`src/sv/repeating_beep_sequencer_unit_macros.svh`:
```
// Assertion macros used by the beep sequencer core module, rbs_core.
`ifndef REPEATING_BEEP_SEQUENCER_UNIT_MACROS_SVH
`define REPEATING_BEEP_SEQUENCER_UNIT_MACROS_SVH

// Checks that the consequent holds in the same cycle as the antecedent.
`define RBS_ASSERT_SAME(label, clk, rst_n, ante, cons, msg) \
    label: assert property (@(posedge clk) disable iff (!rst_n) (ante) |-> (cons)) \
        else $error(msg);

// Checks that the consequent holds in the cycle after the antecedent.
`define RBS_ASSERT_NEXT(label, clk, rst_n, ante, cons, msg) \
    label: assert property (@(posedge clk) disable iff (!rst_n) (ante) |=> (cons)) \
        else $error(msg);

`endif

```
`src/sv/rbs_pkg.sv`:
```
// Types and constants shared by the beep sequencer modules.
package rbs_pkg;

    localparam int unsigned TIME_BITS   = 48;
    localparam int unsigned NOW_BITS    = 48;
    localparam int unsigned US_PER_MS   = 1000;
    // 65535 ms expressed in microseconds fits in 26 bits.
    localparam int unsigned MS_US_BITS  = 26;

    localparam logic MODE_TICK  = 1'b0;
    localparam logic MODE_START = 1'b1;

    typedef logic [TIME_BITS-1:0]  time_t;
    typedef logic [MS_US_BITS-1:0] dur_us_t;

    typedef struct packed {
        logic     mode;
        time_t    now;
        logic [2:0] leds;
        logic [7:0] count;
        dur_us_t  on_us;
        dur_us_t  gap_us;
    } item_t;

    typedef struct packed {
        logic [2:0] leds;
        logic       buzzer;
        logic       busy;
    } result_t;

endpackage

```
`src/sv/repeating_beep_sequencer_unit.sv`:
```
// Top level of the repeating beep sequencer: stream ports, input and result registers.
// Items pass the input register, then the result register. While m_tready is high,
// throughput is one item per cycle; each item is one pass through the compare, the
// deadline adder and the beep counter in rbs_core. A stalled master side holds the
// input register, which then keeps one item. Reset (rst_n, asynchronous, active low)
// empties both registers, stops any pattern, and turns the buzzer and all LEDs off.
module repeating_beep_sequencer_unit (
    input  logic        clk,
    input  logic        rst_n,
    input  logic        s_tvalid,
    output logic        s_tready,
    // Fields from bit 0: now_us[47:0], red level, green level, blue level,
    // beep count[7:0], on_ms[15:0], gap_ms[15:0], zero fill up to bit 95.
    input  logic [95:0] s_tdata,
    // Fields from bit 0: mode (0 = time tick, 1 = start a new pattern).
    input  logic        s_tuser,
    output logic        m_tvalid,
    input  logic        m_tready,
    // Fields from bit 0: red, green, blue, buzzer, busy_res, zero fill.
    output logic [7:0]  m_tdata
);
    import rbs_pkg::*;

    logic     in_valid_reg, in_valid_next;
    item_t    in_item_reg;
    item_t    in_item_next;
    logic     out_valid_reg, out_valid_next;
    result_t  out_result_reg;
    result_t  core_result;

    logic     s_xfer;
    logic     step;

    // The held item is processed whenever the result register is free or drains now.
    assign step     = in_valid_reg && (!out_valid_reg || m_tready);
    assign s_tready = !in_valid_reg || step;
    assign s_xfer   = s_tvalid && s_tready;

    // Millisecond durations are scaled to microseconds on the way in, so the
    // processing pass only has to add.
    always_comb
    begin
        in_item_next.mode   = s_tuser;
        in_item_next.now    = TIME_BITS'(s_tdata[NOW_BITS-1:0]);
        in_item_next.leds   = s_tdata[50:48];
        in_item_next.count  = s_tdata[58:51];
        in_item_next.on_us  = MS_US_BITS'(32'(s_tdata[74:59]) * US_PER_MS);
        in_item_next.gap_us = MS_US_BITS'(32'(s_tdata[90:75]) * US_PER_MS);
    end

    always_comb
    begin
        if (s_xfer)
        begin
            in_valid_next = 1'b1;
        end
        else if (step)
        begin
            in_valid_next = 1'b0;
        end
        else
        begin
            in_valid_next = in_valid_reg;
        end

        if (step)
        begin
            out_valid_next = 1'b1;
        end
        else if (m_tready)
        begin
            out_valid_next = 1'b0;
        end
        else
        begin
            out_valid_next = out_valid_reg;
        end
    end

    always_ff @(posedge clk or negedge rst_n)
    begin
        if (!rst_n)
        begin
            in_valid_reg  <= 1'b0;
            out_valid_reg <= 1'b0;
        end
        else
        begin
            in_valid_reg  <= in_valid_next;
            out_valid_reg <= out_valid_next;
        end
    end

    always_ff @(posedge clk)
    begin
        if (s_xfer)
        begin
            in_item_reg <= in_item_next;
        end
        if (step)
        begin
            out_result_reg <= core_result;
        end
    end

    rbs_core u_core (
        .clk    (clk),
        .rst_n  (rst_n),
        .step   (step),
        .item   (in_item_reg),
        .result (core_result)
    );

    assign m_tvalid = out_valid_reg;
    assign m_tdata  = {3'b000, out_result_reg.busy, out_result_reg.buzzer,
                       out_result_reg.leds};

endmodule

```
`src/sv/rbs_core.sv`:
```
// Pattern state registers and the combinational next-state logic of the beep sequencer.
module rbs_core (
    input  logic            clk,
    input  logic            rst_n,
    input  logic            step,
    input  rbs_pkg::item_t  item,
    output rbs_pkg::result_t result
);
    import rbs_pkg::*;

    `include "repeating_beep_sequencer_unit_macros.svh"

    logic       running_reg, running_next;
    logic       buzzer_reg, buzzer_next;
    logic [7:0] beeps_reg, beeps_next;
    time_t      deadline_reg, deadline_next;
    dur_us_t    on_us_reg, on_us_next;
    dur_us_t    gap_us_reg, gap_us_next;
    logic [2:0] leds_reg, leds_next;

    logic                 is_start;
    logic                 fire;
    logic [7:0]           beeps_dec;
    dur_us_t              addend;
    logic [TIME_BITS:0]   sum;
    time_t                armed;

    assign is_start  = (item.mode == MODE_START);
    assign fire      = running_reg && (item.now >= deadline_reg);
    assign beeps_dec = (beeps_reg != 8'd0) ? beeps_reg - 8'd1 : 8'd0;

    // One adder arms every deadline; the gap is used only when a beep ends.
    always_comb
    begin
        if (is_start)
        begin
            addend = item.on_us;
        end
        else if (buzzer_reg)
        begin
            addend = gap_us_reg;
        end
        else
        begin
            addend = on_us_reg;
        end
    end

    // Deadlines past the largest time value saturate.
    assign sum   = {1'b0, item.now} + (TIME_BITS + 1)'(addend);
    assign armed = sum[TIME_BITS] ? '1 : sum[TIME_BITS-1:0];

    always_comb
    begin
        running_next  = running_reg;
        buzzer_next   = buzzer_reg;
        beeps_next    = beeps_reg;
        deadline_next = deadline_reg;
        on_us_next    = on_us_reg;
        gap_us_next   = gap_us_reg;
        leds_next     = leds_reg;
        if (is_start)
        begin
            leds_next     = item.leds;
            beeps_next    = item.count;
            on_us_next    = item.on_us;
            gap_us_next   = item.gap_us;
            running_next  = (item.count != 8'd0);
            buzzer_next   = (item.count != 8'd0);
            deadline_next = armed;
        end
        else if (fire)
        begin
            if (buzzer_reg)
            begin
                buzzer_next   = 1'b0;
                deadline_next = armed;
            end
            else
            begin
                beeps_next = beeps_dec;
                if (beeps_dec == 8'd0)
                begin
                    running_next = 1'b0;
                end
                else
                begin
                    buzzer_next   = 1'b1;
                    deadline_next = armed;
                end
            end
        end
    end

    always_ff @(posedge clk or negedge rst_n)
    begin
        if (!rst_n)
        begin
            running_reg  <= 1'b0;
            buzzer_reg   <= 1'b0;
            beeps_reg    <= 8'd0;
            deadline_reg <= '0;
            on_us_reg    <= '0;
            gap_us_reg   <= '0;
            leds_reg     <= 3'b000;
        end
        else if (step)
        begin
            running_reg  <= running_next;
            buzzer_reg   <= buzzer_next;
            beeps_reg    <= beeps_next;
            deadline_reg <= deadline_next;
            on_us_reg    <= on_us_next;
            gap_us_reg   <= gap_us_next;
            leds_reg     <= leds_next;
        end
    end

    assign result.leds   = leds_next;
    assign result.buzzer = buzzer_next;
    assign result.busy   = running_next;

    `RBS_ASSERT_SAME(a_busy_has_beeps, clk, rst_n, running_reg, beeps_reg != 8'd0,
        "running pattern with no beeps left")
    `RBS_ASSERT_SAME(a_idle_is_quiet, clk, rst_n, !running_reg, !buzzer_reg,
        "buzzer on while no pattern runs")
    `RBS_ASSERT_NEXT(a_idle_tick_holds, clk, rst_n,
        step && !is_start && !running_reg,
        $stable(deadline_reg) && $stable(beeps_reg) && !running_reg,
        "tick while idle changed the pattern state")
    `RBS_ASSERT_NEXT(a_zero_start_idle, clk, rst_n,
        step && is_start && (item.count == 8'd0),
        !running_reg && !buzzer_reg,
        "start with zero beeps left a pattern running")

endmodule
```
`config.mk`:
```
export PLATFORM = sky130hd
export DESIGN_NAME = repeating_beep_sequencer_unit
export DESIGN_NICKNAME = d
export VERILOG_FILES = /design/src/sv/rbs_pkg.sv /design/src/sv/repeating_beep_sequencer_unit.sv /design/src/sv/rbs_core.sv
export VERILOG_INCLUDE_DIRS = /design/src /design/src/sv
export SDC_FILE = /design/constraint.sdc
export NUM_CORES = 1
export LEC_CHECK = 0
export ABC_CLOCK_PERIOD_IN_PS = 4740
export BUFFER_PORTS_ARGS = -buffer_cell sky130_fd_sc_hd__buf_2
export CORE_AREA = 5 5 167 210
export CTS_BUF_LIST = sky130_fd_sc_hd__clkbuf_4 sky130_fd_sc_hd__clkbuf_8 sky130_fd_sc_hd__clkbuf_16
export DETAILED_ROUTE_END_ITERATION = 10
export DIE_AREA = 0 0 172 215
export PLACE_DENSITY = 0.73
export SLEW_MARGIN = 25
export SYNTH_ARGS = -nofsm -noshare
export SYNTH_HDL_FRONTEND = slang
export SYNTH_SLANG_ARGS = --single-unit
```
`constraint.sdc`:
```
create_clock -name clk -period 4.74 [get_ports clk]
set_clock_uncertainty 0.2 [all_clocks]
set_input_delay 0.948 -clock clk [delete_from_list [all_inputs] [get_ports clk]]
set_output_delay 0.948 -clock clk [all_outputs]
set_load 0.02 [all_outputs]
```
==> results.sh <==
export IMPL_clkSinkCount=220
export IMPL_n_antenna_cell=0
export IMPL_worst_pin_slew_ns=0.816
export IMPL_final_nets=2125
export IMPL_dp_hpwl_mm=26.9
export IMPL_grt_busiest_layer="met2"
export IMPL_grt_max_degree=60
export IMPL_outcome="finished, violations left"
export IMPL_drive_above_1_share=0.256
export IMPL_ys_seq_elements=220
export IMPL_wl_mm=34.0
export IMPL_worst_slack_ns=-0.323
export IMPL_clock_fmax_mhz=198
export IMPL_drv_cap=0
export IMPL_clk_pin_slew_ns=0.06
export IMPL_gr_total_overflow=0
export IMPL_initial_core_util=0.489
export IMPL_p_int_mw=7.44
export IMPL_crit_path_max_fanout=4
export IMPL_cp_slowest_stage_delay_ns=0.54
export IMPL_grt_pass1_vias=12200
export IMPL_firstDrtPassIters=5
export IMPL_final_cells=2177
export IMPL_clk_latency_ns=0.52
export IMPL_drc=0
export IMPL_synth_edf_count=111
export IMPL_p_total_mw=12.0
export IMPL_cpMostUsedCell="fa_1"
export IMPL_ir_drop_mv=0.413
export IMPL_antenna_found_initial=0
export IMPL_met1_usage=0.224
export IMPL_finalCritPeriodShare=1.07
export IMPL_coreArea_sq_um=33000
export IMPL_port_buffers=102
export IMPL_synth_seq_area_share=0.375
export IMPL_wl_per_cell_um=15.6
export IMPL_cts_inserted_buffers=23
export IMPL_swShare=0.378
export IMPL_ctsLongestPathBuffers=3
export IMPL_slew_headroom=0.456
export IMPL_die_w_um=172
export IMPL_path_class="in2reg"
export IMPL_worst_ep_required_time_ns=4.82
export IMPL_power_leakage_nw=9.09
export IMPL_grt_use_total=0.187
export IMPL_setup_violations=8
export IMPL_slowest_stage="fa_1"
export IMPL_syn_avg_cell_area_sq_um=10.8
export IMPL_area_delta_synth_final_pct=20.4
export IMPL_hold_violations=0
export IMPL_rsz0062_at_grt="yes"
export IMPL_ys_top_cells_by_count="232 x inv_1, 178 x ha_1, 111 x edfxtp_1, 109 x dfrtp_1, 109 x fa_1"
export IMPL_grt_pass1_wl_mm=57.3
export IMPL_endpoint_kind="flop"
export IMPL_finalCriticalPeriod_ns=5.06
export IMPL_combPwrFrac=0.575
export IMPL_synth_area_leader_cell="edfxtp_1"
export IMPL_clkPwrFrac=0.154
export IMPL_synth_area_sq_um=16200
export IMPL_num_io_pins=111
export IMPL_hold_class="reg2reg"
export IMPL_largest_reg_flops=106
export IMPL_seqPwrFrac=0.271
export IMPL_cts_root_buf="clkbuf_16"
export IMPL_yosysMostFrequentCell="inv_1"
export IMPL_die_height_um=215
export IMPL_ctsHoldBuffers=0
export IMPL_worstPathCellList="buf_8, fa_1, inv_1, fa_1, fa_1, inv_1, fa_1, ha_4, and3_4, a221o_1, o41a_1, a41oi_2, a21oi_2, a211oi_2, o21bai_1, a21oi_1, xnor2_1"
export IMPL_syn_inst=1490
export IMPL_crit_path_start_kind="primary input"
export IMPL_async_flop_share=0.495
export IMPL_yosys_warnings=0
export IMPL_vias=11400
export IMPL_setup_tns_ns=-1.22
export IMPL_place_gp_congestion=0.875
export IMPL_cp_arrival_ns=5.14
export IMPL_synthFlopType="edfxtp_1"
export IMPL_synthTopCellsByArea="edfxtp_1 21%, dfrtp_1 17%, ha_1 14%"
export IMPL_power_net_switching_mw=4.52
export IMPL_p_per_area_nw_per_um2=615
export IMPL_dieArea_sq_um=37000
export IMPL_netlist_area_leader_share=0.206
export IMPL_htree_levels=1
export IMPL_drtAntennaViolNets=0
export IMPL_use_met2=0.348
export IMPL_violations="negative setup slack"
export IMPL_synth_cell_types=73
export IMPL_drv_slew=0
export IMPL_cts_tree="yes"
export IMPL_via_per_inst=5.25
export IMPL_use_met3=0.0178
export IMPL_num_rows=75
export IMPL_drt_iter0_drc=567
export IMPL_n_fill_cell=2732
export IMPL_dp_cells=2125
-- power by group through the flow --
stage | Sequential, mW | Clock, mW | Combinational [mW]
floorplan | 3.11 | 0 | 4.61
global placement | 3.25 | 0 | 6.18
detailed placement | 3.27 | 0 | 6.34
CTS | 3.24 | 1.89 | 6.71
global route | 3.31 | 1.97 | 7.76
finish | 3.24 | 1.85 | 6.88
-- worst paths after layout --
check / startpoint / endpoint / slack, ns / cells after the start
max in group asynchronous: rst_n / u_core.gap_us_reg[16] / 3.28 / 2
setup / recovery: s_tdata[77] / in_item_reg[24] / -0.32 / 17
hold reg to reg: in_item_reg[13] / u_core.gap_us_reg[13] / 0.26 / 1
hold / removal: in_item_reg[13] / u_core.gap_us_reg[13] / 0.26 / 1
setup reg to reg: u_core.buzzer_reg / u_core.deadline_reg[18] / 0.62 / 16
min in group asynchronous: rst_n / m_tvalid / 0.28 / 1
-- timing repair --
item                                    in CTS  in global routing
cloned                                       0                  0
endpoints found under the hold margin        0                  0
resized for setup                           33                 35
buffers inserted                             9                  5
endpoints found under the setup margin      12                 16
pin swaps                                   44                 36
-- cells in the final DEF, fill, tap and decap left out, drive strengths merged, types with 3 or more instances in the layout --
master / n
or3: 5
nand2b: 11
nor3b: 4
o41a: 3
clkbuf: 27
fa: 109
ha: 178
a211oi: 11
or2: 6
xnor2: 53
o22a: 5
mux2i: 30
nor4: 4
or4: 5
mux2: 53
nand3: 23
conb: 3
o21bai: 7
o21a: 8
a21o: 21
o211ai: 5
nand2: 77
nand4: 18
and3: 13
clkinv: 8
a31o: 5
bufinv: 3
xor2: 23
buf: 252
and2: 3
nor3: 18
nor2b: 4
inv: 230
o21ai: 62
nor2: 94
clkinvlp: 7
edfxtp: 111
a21oi: 110
dfrtp: 109
-- metal layers --
metal | wire (um) | part of all wire | vias up
li1 | - | - | 5601
met1 | 13500 | 0.40 | 5599
met5 | 0 | 0 | -
met2 | 18400 | 0.54 | 182
met3 | 1080 | 0.032 | 57
met4 | 1030 | 0.030 | 0
-- kinds of logic after synthesis --
logic type	Yosys count	synth area share
compound gates	265	0.104
xor+xnor	76	0.0412
fa+ha+maj	287	0.273
buf+inv	265	0.0645
flops	220	0.375
mux	83	0.0555
other cells	1	0.000232
simple gates	293	0.0865
-- per-stage QoR --
stage / cell area [sq um] / hold WS, ns / worst slack, ns / util
2_1_floorplan: 16400 / 0.243 / -0.701 / -
3_3_place_gp: 18300 / 0.262 / -0.927 / 0.555
3_5_place_dp: 18300 / 0.261 / -1.01 / 0.555
4_1_cts: 19300 / 0.263 / -0.393 / 0.585
5_1_grt: 19500 / 0.283 / -0.465 / 0.589
6_report: 19500 / 0.264 / -0.323 / 0.589
-- critical path, delay by kind of cell --
family,cells,cell delay (ns)
adders and majority gates,5,2.24
AOI/OAI and AO/OA,7,1.50
buffers and inverters,3,0.22
and+or+nand+nor,1,0.14
xor gates and xnor gates,1,0.08
-- layout make-up --
class,count,area [sq um],area share
clock inverter,15,163,0.00836
multi-input combinational,1007,9470,0.487
sequential,220,6060,0.311
tap,423,529,0.0272
clock buffer,27,618,0.0318
timing repair buffer,252,1730,0.0889
inverter,233,893,0.0459
No activity file was read; power rests on OpenSTA's default activity.
